--- config.mk ---
export PLATFORM = sky130hd
export DESIGN_NAME = autoscaling_round_robin_dispatcher
export DESIGN_NICKNAME = d
export VERILOG_FILES = /design/src/sv/arrd_pkg.sv /design/src/sv/autoscaling_round_robin_dispatcher.sv
export SDC_FILE = /design/constraint.sdc
export NUM_CORES = 2
export LEC_CHECK = 0
export BUFFER_PORTS_ARGS = -buffer_cell sky130_fd_sc_hd__buf_2
export CAP_MARGIN = 0
export CORE_MARGIN = 8
export CORE_UTILIZATION = 30
export DETAILED_ROUTE_END_ITERATION = 8
export PLACE_DENSITY = 0.55
export REMOVE_ABC_BUFFERS = 1
export SLEW_MARGIN = 20
export SYNTH_ARGS = -nofsm -noshare
export SYNTH_HDL_FRONTEND = slang
export SYNTH_SLANG_ARGS = --single-unit
--- constraint.sdc ---
create_clock -name clk -period 9.09 [get_ports clk]
set_clock_uncertainty 0.05 [all_clocks]
set_input_delay 0.4545 -clock clk [delete_from_list [all_inputs] [get_ports clk]]
set_output_delay 0.4545 -clock clk [all_outputs]
set_load 0.02 [all_outputs]
--- src/sv/arrd_pkg.sv ---
// Package for the autoscaling round-robin dispatcher: sizes, op codes, limits.
`timescale 1ns / 1ps
package arrd_pkg;
    localparam int NUM_WORKERS = 16;
    localparam int ID_W        = $clog2(NUM_WORKERS);
    localparam int CNT_W       = 16;
    localparam int TOTAL_W     = 20;
    localparam int POOL_W      = 5;

    localparam logic [CNT_W-1:0]   CNT_MAX   = {CNT_W{1'b1}};
    localparam logic [TOTAL_W-1:0] TOTAL_MAX = {TOTAL_W{1'b1}};

    localparam logic [2:0] OP_START      = 3'd0;
    localparam logic [2:0] OP_DISPATCH   = 3'd1;
    localparam logic [2:0] OP_REGISTER   = 3'd2;
    localparam logic [2:0] OP_UNREGISTER = 3'd3;
    localparam logic [2:0] OP_RESIZE     = 3'd4;

    localparam logic [2:0] REG_MIN_WORKERS  = 3'd0;
    localparam logic [2:0] REG_MAX_WORKERS  = 3'd1;
    localparam logic [2:0] REG_HIGH_CONN    = 3'd2;
    localparam logic [2:0] REG_HIGH_PENDING = 3'd3;
    localparam logic [2:0] REG_IDLE_LIMIT   = 3'd4;

    typedef logic [ID_W-1:0] worker_id_t;
endpackage

--- src/sv/autoscaling_round_robin_dispatcher.sv ---
// Autoscaling round-robin dispatcher: top level with its sequencer.
//
// Usage:
//  Input channel (in_valid/in_stall) takes one operation item: start,
//  dispatch, register, unregister or resize tick. Output channel
//  (out_valid/out_stall) gives exactly one result item per input item.
//  Configuration is written through cfg_we/cfg_index/cfg_data while idle.
//  Sequence: register, unregister and unused codes are decoded and then
//  complete; dispatch forms the threshold products in decode, then decides;
//  start adds one worker per step until the pool reaches the minimum or no
//  id is free; a resize tick that is not acted on completes after decode,
//  otherwise an idle scan runs over the active slots, then each retired
//  worker is searched for slot by slot and removed if found.
//  A single shared compare/update path and a one-slot-per-cycle scan
//  do this work. One item is in work at a time; in_stall is high
//  from acceptance until the result register is free again.
//  A stalled result is held in the output register; the next item is taken
//  only once it has gone.
//  Reset empties the pool, clears the connection and idle counts and loads register defaults.
`timescale 1ns / 1ps
module autoscaling_round_robin_dispatcher
    import arrd_pkg::*;
(
    input  logic                clk,
    input  logic                rst_n,
    input  logic                in_valid,
    output logic                in_stall,
    input  logic [2:0]          op,
    input  logic [3:0]          worker_id,
    input  logic                on_base,
    input  logic [19:0]         pending_total,
    input  logic [15:0]         idle_work_mask,
    output logic                out_valid,
    input  logic                out_stall,
    output logic [3:0]          chosen_worker,
    output logic                chose_base,
    output logic                worker_added,
    output logic [4:0]          recycled_count,
    output logic [4:0]          active_workers,
    input  logic                cfg_we,
    input  logic [2:0]          cfg_index,
    input  logic [15:0]         cfg_data
);

    localparam logic [3:0] S_IDLE    = 4'd0;
    localparam logic [3:0] S_DECODE  = 4'd1;
    localparam logic [3:0] S_START   = 4'd2;
    localparam logic [3:0] S_DISP    = 4'd3;
    localparam logic [3:0] S_SCAN    = 4'd4;
    localparam logic [3:0] S_RMSEL   = 4'd5;
    localparam logic [3:0] S_RMFIND  = 4'd6;
    localparam logic [3:0] S_RMDO    = 4'd7;
    localparam logic [3:0] S_DONE    = 4'd8;

    logic [3:0] state_reg, state_next;

    logic [4:0]  min_reg, max_reg;
    logic [15:0] hconn_reg, hpend_reg;
    logic [7:0]  ilimit_reg;

    logic [2:0]  op_reg;
    logic [3:0]  wid_reg;
    logic        base_sel_reg;
    logic [19:0] pend_reg;
    logic [15:0] mask_reg;

    logic [3:0]  slot_table [NUM_WORKERS];
    logic [CNT_W-1:0] conn_count [NUM_WORKERS];
    logic [7:0]  idle_rounds [NUM_WORKERS];
    logic [NUM_WORKERS-1:0] in_use_reg;
    logic [POOL_W-1:0] active_reg;
    logic [3:0]  next_reg;
    logic [TOTAL_W-1:0] total_reg;
    logic [CNT_W-1:0] base_conn_reg;

    logic [3:0]  mark_list [NUM_WORKERS];   // ids marked for retirement, in slot order
    logic [POOL_W-1:0] mark_n_reg, mark_rd_reg;
    logic [POOL_W-1:0] idx_reg;             // scan / search index
    logic [3:0]  rm_id_reg;
    logic [36:0] prod_conn_reg, prod_pend_reg;

    logic [3:0]  r_chosen;
    logic        r_base, r_added;
    logic [4:0]  r_recycled;
    logic        ovalid_reg;

    // lowest free id
    logic [3:0] free_id;
    logic       free_ok;
    always_comb
    begin
        free_id = '0;
        free_ok = 1'b0;
        for (int i = NUM_WORKERS - 1; i >= 0; i--)
        begin
            if (!in_use_reg[i])
            begin
                free_id = 4'(i);
                free_ok = 1'b1;
            end
        end
    end

    // next marked id, in slot order
    logic [3:0] mark_id;
    logic       mark_any;
    assign mark_any = mark_rd_reg < mark_n_reg;
    assign mark_id  = mark_list[mark_rd_reg[3:0]];

    logic [4:0] floor_n, ceil_n;
    assign floor_n = (min_reg > 5'(NUM_WORKERS)) ? 5'(NUM_WORKERS) : min_reg;
    assign ceil_n  = (max_reg > 5'(NUM_WORKERS)) ? 5'(NUM_WORKERS) : max_reg;

    logic can_add;
    assign can_add = free_ok && (active_reg < 5'(NUM_WORKERS));

    assign in_stall = (state_reg != S_IDLE) || ovalid_reg;
    assign out_valid = ovalid_reg;
    assign chosen_worker = r_chosen;
    assign chose_base = r_base;
    assign worker_added = r_added;
    assign recycled_count = r_recycled;
    assign active_workers = active_reg;

    logic [3:0] scan_id;
    logic [3:0] last_id;
    assign scan_id = slot_table[idx_reg[3:0]];
    assign last_id = slot_table[4'(active_reg - 5'd1)];

    always_comb
    begin
        state_next = state_reg;
        case (state_reg)
            S_IDLE:   if (in_valid && !in_stall) state_next = S_DECODE;
            S_DECODE:
            begin
                case (op_reg)
                    OP_START:    state_next = S_START;
                    OP_DISPATCH: state_next = S_DISP;
                    OP_RESIZE:
                        state_next = (max_reg > min_reg && active_reg > min_reg)
                                     ? S_SCAN : S_DONE;
                    default:     state_next = S_DONE;
                endcase
            end
            S_START:
                if (!(active_reg < floor_n && can_add)) state_next = S_DONE;
            S_DISP:   state_next = S_DONE;
            S_SCAN:   if (idx_reg + 5'd1 >= active_reg) state_next = S_RMSEL;
            S_RMSEL:
                state_next = (mark_any && active_reg > min_reg) ? S_RMFIND : S_DONE;
            S_RMFIND:
                if (idx_reg >= active_reg) state_next = S_RMSEL;
                else if (scan_id == rm_id_reg) state_next = S_RMDO;
            S_RMDO:   state_next = S_RMSEL;
            S_DONE:   state_next = S_IDLE;
            default:  state_next = S_IDLE;
        endcase
    end

    always_ff @(posedge clk or negedge rst_n)
    begin
        if (!rst_n)
        begin
            state_reg     <= S_IDLE;
            min_reg       <= 5'd0;
            max_reg       <= 5'd16;
            hconn_reg     <= 16'd64;
            hpend_reg     <= 16'd64;
            ilimit_reg    <= 8'd3;
            in_use_reg    <= '0;
            active_reg    <= '0;
            next_reg      <= '0;
            total_reg     <= '0;
            base_conn_reg <= '0;
            ovalid_reg    <= 1'b0;
            for (int i = 0; i < NUM_WORKERS; i++)
            begin
                conn_count[i]  <= '0;
                idle_rounds[i] <= '0;
            end
        end
        else
        begin
            state_reg <= state_next;
            if (cfg_we)
            begin
                case (cfg_index)
                    REG_MIN_WORKERS:  min_reg    <= cfg_data[4:0];
                    REG_MAX_WORKERS:  max_reg    <= cfg_data[4:0];
                    REG_HIGH_CONN:    hconn_reg  <= cfg_data;
                    REG_HIGH_PENDING: hpend_reg  <= cfg_data;
                    REG_IDLE_LIMIT:   ilimit_reg <= cfg_data[7:0];
                    default: ;
                endcase
            end
            if (ovalid_reg && !out_stall)
                ovalid_reg <= 1'b0;

            case (state_reg)
                S_IDLE:
                begin
                    if (in_valid && !in_stall)
                    begin
                        op_reg       <= op;
                        wid_reg      <= worker_id;
                        base_sel_reg <= on_base;
                        pend_reg     <= pending_total;
                        mask_reg     <= idle_work_mask;
                    end
                end
                S_DECODE:
                begin
                    r_chosen   <= '0;
                    r_base     <= 1'b0;
                    r_added    <= 1'b0;
                    r_recycled <= '0;
                    idx_reg    <= '0;
                    mark_n_reg  <= '0;
                    mark_rd_reg <= '0;
                    prod_conn_reg <= 37'(active_reg) * 37'(hconn_reg);
                    prod_pend_reg <= 37'(active_reg) * 37'(hpend_reg);
                    if (op_reg == OP_REGISTER)
                    begin
                        if (base_sel_reg)
                        begin
                            if (base_conn_reg < CNT_MAX && total_reg < TOTAL_MAX)
                            begin
                                base_conn_reg <= base_conn_reg + 1'b1;
                                total_reg     <= total_reg + 1'b1;
                            end
                        end
                        else if (in_use_reg[wid_reg])
                        begin
                            if (conn_count[wid_reg] < CNT_MAX && total_reg < TOTAL_MAX)
                            begin
                                conn_count[wid_reg] <= conn_count[wid_reg] + 1'b1;
                                total_reg           <= total_reg + 1'b1;
                            end
                            idle_rounds[wid_reg] <= '0;
                        end
                    end
                    else if (op_reg == OP_UNREGISTER)
                    begin
                        if (base_sel_reg)
                        begin
                            if (base_conn_reg != '0)
                            begin
                                base_conn_reg <= base_conn_reg - 1'b1;
                                if (total_reg != '0) total_reg <= total_reg - 1'b1;
                            end
                        end
                        else if (in_use_reg[wid_reg] && conn_count[wid_reg] != '0)
                        begin
                            conn_count[wid_reg] <= conn_count[wid_reg] - 1'b1;
                            if (total_reg != '0) total_reg <= total_reg - 1'b1;
                        end
                    end
                end
                S_START:
                begin
                    if (active_reg < floor_n && can_add)
                    begin
                        in_use_reg[free_id]            <= 1'b1;
                        conn_count[free_id]            <= '0;
                        idle_rounds[free_id]           <= '0;
                        slot_table[active_reg[3:0]]    <= free_id;
                        active_reg                     <= active_reg + 1'b1;
                        r_added                        <= 1'b1;
                    end
                end
                S_DISP:
                begin : disp
                    logic       grow;
                    logic [4:0] n;
                    logic [3:0] sel, ptr;
                    grow = (active_reg < ceil_n) && can_add &&
                           (active_reg == '0 ||
                            37'(total_reg) > prod_conn_reg ||
                            37'(pend_reg) > prod_pend_reg);
                    n   = grow ? active_reg + 1'b1 : active_reg;
                    ptr = (5'(next_reg) >= n) ? 4'd0 : next_reg;
                    sel = (grow && ptr == active_reg[3:0]) ? free_id
                                                           : slot_table[ptr];
                    if (grow)
                    begin
                        in_use_reg[free_id]         <= 1'b1;
                        conn_count[free_id]         <= '0;
                        idle_rounds[free_id]        <= '0;
                        slot_table[active_reg[3:0]] <= free_id;
                        active_reg                  <= n;
                        r_added                     <= 1'b1;
                    end
                    if (n == '0)
                        r_base <= 1'b1;
                    else
                    begin
                        r_chosen <= sel;
                        next_reg <= (5'(ptr) + 5'd1 >= n) ? 4'd0 : ptr + 4'd1;
                    end
                end
                S_SCAN:
                begin : scan
                    logic [7:0] inc;
                    inc = (idle_rounds[scan_id] == 8'hFF) ? 8'hFF
                                                         : idle_rounds[scan_id] + 8'd1;
                    if (conn_count[scan_id] == '0 && mask_reg[scan_id])
                    begin
                        idle_rounds[scan_id] <= inc;
                        if (inc >= ilimit_reg)
                        begin
                            mark_list[mark_n_reg[3:0]] <= scan_id;
                            mark_n_reg <= mark_n_reg + 5'd1;
                        end
                    end
                    else
                        idle_rounds[scan_id] <= '0;
                    idx_reg <= idx_reg + 5'd1;
                end
                S_RMSEL:
                begin
                    rm_id_reg <= mark_id;
                    idx_reg <= '0;
                    // a marked id is counted even if it is not found, and then it is not removed
                    if (mark_any && active_reg > min_reg)
                    begin
                        mark_rd_reg <= mark_rd_reg + 5'd1;
                        r_recycled  <= r_recycled + 5'd1;
                    end
                end
                S_RMFIND:
                begin
                    if (idx_reg < active_reg && scan_id != rm_id_reg)
                        idx_reg <= idx_reg + 5'd1;
                end
                S_RMDO:
                begin
                    slot_table[idx_reg[3:0]] <= last_id;
                    active_reg <= active_reg - 5'd1;
                    in_use_reg[rm_id_reg] <= 1'b0;
                    total_reg <= (total_reg >= 20'(conn_count[rm_id_reg]))
                                 ? total_reg - 20'(conn_count[rm_id_reg]) : '0;
                    conn_count[rm_id_reg]  <= '0;
                    idle_rounds[rm_id_reg] <= '0;
                    if (5'(next_reg) >= active_reg - 5'd1) next_reg <= '0;
                end
                S_DONE:   ovalid_reg <= 1'b1;
                default: ;
            endcase
        end
    end

endmodule
* Yosys cells after proc, flatten, opt, wreduce, memory -nomap -nowiden
Memory sizes are Yosys's and may differ from the RTL's. A register that Yosys moved wholly into a read port is not among the register bits.
Index checks and enable logic that the tools add are counted.
** Operators by class
- $add $sub $neg :: 16
- Multipliers :: 2
- Divide/modulo/power cells :: 0
- Magnitude comparators :: 35
- Eq/ne operators :: 50
- Shift-type cells :: 0
- Mux-type cells :: 164
- Bitwise gates (word level) :: 20
- Reduce and logical (&&, ||, !) cells :: 75
** Operator list (count)
- 256-bit two-way mux :: 9
- 256-bit one-hot mux with 4 select lines :: 1
- 128-bit two-way mux :: 6
- 128-bit one-hot mux with 5 select lines :: 1
- 128-bit bitwise AND :: 4
- 256-bit bitwise AND :: 2
- 256-bit bitwise mux :: 2
- 128-bit NOT :: 4
- 256-bit NOT :: 2
- 16-bit two-way mux :: 17
- 20-bit two-way mux :: 11
- 16-bit binary-select mux with 4-bit select :: 3
- 16-bit demux with 4-bit select :: 3
- 4-bit two-way mux :: 33
- 128-bit bitwise mux :: 1
- 8-bit demux with 4-bit select :: 4
- 8-bit two-way mux :: 7
- 5-bit two-way mux :: 10
- 16-bit one-hot mux with 3 select lines :: 1
- 20-bit by 21-bit > comparator with 1-bit output :: 2
- 5-bit by 16-bit multiplier with 21-bit output :: 2
- 20-bit one-hot mux with 2 select lines :: 1
- 1-bit two-way mux :: 38
- 2-bit != test (second input constant) :: 17
- other kinds (73) :: 181
** Word-level totals
- Register bits after elaboration :: 612
- Latch bits :: 0
- Memory bits (writable) :: 128
- Bits in read-only memories :: 0
- Logic and storage cells :: 422
- Memories kept :: 2
** Memories
- mark_list :: depth 16, width 4, read ports 1, clocked after memory_dff 1, wr ports 1, line autoscaling_round_robin_dispatcher.sv:76 : logic [3:0] mark_list [NUM_WORKERS];
- slot_table :: depth 16, width 4, read ports 3, clocked after memory_dff 1, wr ports 1, line autoscaling_round_robin_dispatcher.sv:67 : logic [3:0] slot_table [NUM_WORKERS];

* Longest topological paths before layout
- Word-level depth :: 27
- Gate-level depth with buffers :: 32
- Depth with buffers taken out :: 25

* Worst setup path after synthesis
No wires, ideal clock.
- Path type :: register to register
- From :: reg (tool-made name)
- To :: mem mark_list[10][0] (enable)
- Data arrival time :: 5897 ps
- Slack :: 2781 ps
- Stages on the path, launching flop included :: 32
- Path through :: dfxtp_1 > buf_4 > and2_1 > buf_2 > a22o_1 > o21a_1 > or2_1 > buf_4 > inv_2 > buf_6 > a211oi_1 > o21a_1 > or4_1 > inv_1 > ha_1 > nor4b_2 > a21o_1 > clkbuf_1 > buf_2 > inv_1 > ha_1 > nand2b_1 > a21o_1 > a21o_1 > a21o_1 > a21o_1 > a21o_1 > a21o_1 > a21oi_1 > or4_1 > clkbuf_1 > nor3_1
** RTL lines (line)
- end: declaration :: autoscaling_round_robin_dispatcher.sv:76

==> results.json <==
{
  "run_status": "finished, final reports clean",
  "setup.worst_path.end_class": "register",
  "yosys_register_bits": 748,
  "final_stage_net_count": 4705,
  "number_of_antenna_violations_at_the_first_check_in_global_routing": 4,
  "global_route_wire_length_before_repair_um": 243000,
  "async_reset_ff_frac": 0.668,
  "final_period_minus_worst_setup_slack_ps": 8220,
  "synth-main-ff-cell": "dfrtp_1",
  "yosysSeqAreaShare": 0.421,
  "antenna_left": 0,
  "fin_hold_ws_ps": 52.8,
  "detail_route.wirelength_um": 161000,
  "top_level_ports": 86,
  "max_freq_mhz": 122,
  "nFillCells": 15600,
  "tritoncts.num_buffers": 88,
  "final_routed_drc_violation_total": 0,
  "gr-total-overflow": 0,
  "mappedNetlistArea_um2": 47300,
  "crit_path_max_fanout": 57,
  "initialDrtViolationCount": 3816,
  "grt_pass1_vias": 36500,
  "met3WireLength_um": 14400,
  "cts_num_sinks": 748,
  "setup_total_neg_slack_ps": 0,
  "max_flop_register": "conn_count",
  "place.gp.congestion": 0.945,
  "detailroute.via_count": 37000,
  "largest_reg_flops": 256,
  "reg_top3": "conn_count: 256 flops, idle_rounds: 128 flops",
  "cts-root-buf": "clkbuf_16",
  "worstSkewPairLatency_ps": 720,
  "detailroute.wirelength.met2_um": 71500,
  "die-height_um": 413,
  "area_delta_synth_final_pct": 12.7,
  "via_per_inst": 5.72,
  "die-area_um2": 171000,
  "final.setup.worst_slack_ps": 867,
  "port_buffers": 85,
  "timing_worst_setup_path_type": "register to register",
  "placement_rows": 145,
  "path_cells": "mux2i_1, a22o_1, nor3_4, buf_4, nor2_4, clkinv_4, a211oi_1, a211oi_1, nor4_1, or4_4, o31a_1, nor2_1, ha_1, a21o_1, a21o_1, a21oi_1, or4_1, nor3_1",
  "power.density_cell_area_nw_per_um2": 345,
  "grt_start_max_net_pins": 74,
  "max_cap_violations": 0,
  "die_width_um": 413,
  "clock_tree_from_tritoncts": "built",
  "hold_class": "input pin to register",
  "routedLengthMet1_um": 68100,
  "clkTransAtPathRegs_ps": 70,
  "cts_htree_levels": 3,
  "slew_headroom": 0.166,
  "postCtsSetupRepairBufs": 0,
  "timing.final.max_slew_violations": 0,
  "synth_edf_count": 244,
  "max-vdd-ir-drop_mv": 0.250,
  "setup_viol": 0,
  "top_signal_layer_used": "met4",
  "worst-endpoint-arrival_ps": 8510,
  "core_um2": 157000,
  "synthesis.instances": 4285,
  "fraction_of_layout_cells_with_a_size_suffix_above_1": 0.151,
  "yosysWarnings": 0,
  "place_worst_setup_slack_ps": 1050,
  "synthDistinctLibCells": 97,
  "place_hpwl_um": 115000,
  "max_stage_delay_ps": 1040,
  "wl_per_cell_um": 24.9,
  "drt_pre_antenna_iters": 6,
  "worst_ep_required_time_ps": 9380,
  "cts.path.max_buffers": 3,
  "grt_util_all_layers": 0.185,
  "timing.final.hold_violations": 0,
  "rsz_0062_raised_after_global_routing": "no",
  "finalCritPeriodShare": 0.905,
  "library_cell_contributing_the_largest_single_delay_on_the_critical_path": "dfxtp_1",
  "worstSetupStartpointType": "register",
  "power.static_leakage_nw": 21.5,
  "avgSynthCellArea_um2": 11.0,
  "timing_worst_slew_pin_value_ps": 1240,
  "initial_util": 0.302
}
cells in the final DEF, fill, tap and decap left out, drive strengths merged, types with 80 or more instances in the layout:
master / n
dfrtp: 495
ha: 212
edfxtp: 244
nand3: 96
nor3: 80
and2: 113
fa: 87
inv: 217
o2bb2ai: 248
nor2: 193
clkbuf: 117
nand2: 391
xnor2: 85
a21oi: 175
o21ai: 237
buf: 156
mux4: 221
worst max-delay path, delay by kind of cell (launching register included):
kind	cells	cell delay, ps
adder cells (fa/ha/maj)	1	310
multiplexers	1	380
AND/OR/NAND/NOR	7	3170
flip-flops	1	1040
AO/OA/AOI/OAI	7	2020
buffers and inverters	2	840
layer usage:
metal | up-vias | GRT usage
met2 | 1596 | 0.280
met4 | 0 | 0.0798
li1 | 16300 | -
met3 | 316 | 0.0467
met5 | - | 0
met1 | 18800 | 0.251
worst paths after layout:
path                                      start  slack, ps              end  depth (start not counted)
max in group asynchronous                 rst_n       6360  conn_count[132]                          4
worst min register to register  idle_rounds[65]        440  idle_rounds[65]                          2
worst max register to register         register        870  mark_list[1][1]                         18
worst min-delay path                cfg_data[0]         50       max_reg[0]                          3
worst max-delay path                   register        870  mark_list[1][1]                         18
min in group asynchronous                 rst_n        290  idle_rounds[35]                          2
through the flow:
| step | total power [mW] | area (µm²) | util | instances |
|---|---|---|---|---|
| final | 18.4 | 53400 | 0.341 | 6470 |
| after floorplan | 11.4 | 46200 | - | 4031 |
| after detailed placement | 14.6 | 49800 | 0.318 | 6245 |
| after global placement | 14.5 | 49800 | 0.318 | 6245 |
| after CTS | 18.4 | 53400 | 0.341 | 6468 |
| after global routing | 19.6 | 53400 | 0.341 | 6468 |
area by class of cell:
| type | instances | area (µm²) | area share |
|---|---|---|---|
| Antenna cell | 2 | 5.00 | 0.0000938 |
| Clock buffer | 117 | 2480 | 0.0465 |
| Tap cell | 2058 | 2570 | 0.0482 |
| Clock inverter | 45 | 467 | 0.00874 |
| Timing Repair Buffer | 217 | 1630 | 0.0305 |
| Sequential cell | 748 | 19900 | 0.373 |
| Multi-Input combinational cell | 3066 | 25500 | 0.477 |
| Inverter | 217 | 820 | 0.0154 |
synth_stat cells (10+ instances only):
cell type / instances / area, µm²
dfrtp_1: 495 / 12400
nand2_1: 373 / 1400
o2bb2ai_1: 248 / 2170
edfxtp_1: 244 / 7330
o21ai_0: 231 / 1160
mux4_2: 221 / 4980
ha_1: 212 / 2650
inv_1: 208 / 781
nor2_1: 192 / 721
a21oi_1: 174 / 871
clkbuf_1: 141 / 529
and2_1: 113 / 707
nand3_1: 96 / 480
fa_1: 87 / 1740
xnor2_1: 85 / 744
nor3_1: 77 / 385
nor4_1: 70 / 438
a22o_1: 60 / 526
and3_1: 59 / 369
o31ai_1: 52 / 390
mux2_2: 50 / 563
nor2b_1: 45 / 282
a211oi_1: 44 / 330
buf_2: 44 / 220
nand4_1: 41 / 257
a21o_1: 36 / 270
mux2i_1: 34 / 340
buf_1: 32 / 120
xor2_1: 31 / 272
or3_1: 30 / 188
a22oi_1: 29 / 218
nand2b_1: 28 / 175
o211ai_1: 28 / 210
or2_2: 26 / 163
o21a_1: 25 / 188
or4_1: 24 / 180
a31oi_1: 22 / 138
buf_4: 22 / 165
nand2_2: 18 / 113
o21bai_1: 14 / 105
buf_6: 12 / 135
o22ai_1: 11 / 68.8
a211o_1: 10 / 87.6
what timing repair did:
action                    in CTS  in global routing
hold endpoints to repair     133                  0
hold buffers                  61                  0
gates resized for setup        0                  0
cells by family (layout without fill, tap and decap cells):
logic type,count (synthesis),in the layout,share of synthesized area
and+or+nand+nor,1241,1241,0.133
AOI/OAI and AO/OA,1105,1105,0.165
DFF,748,748,0.421
buffers and inverters,471,596,0.0425
muxes,305,305,0.124
adders and majority gates,299,299,0.0928
xor gates and xnor gates,116,116,0.0215
other,0,2,0
power breakdown:
group	leakage [nW]	total [mW]	internal [mW]	switching (mW)
Sequential	8.98	5.23	4.39	0.840
Combinational	11.0	9.55	3.66	5.88
Clock	1.45	3.65	2.10	1.55
(Power assumes the default switching activity.)
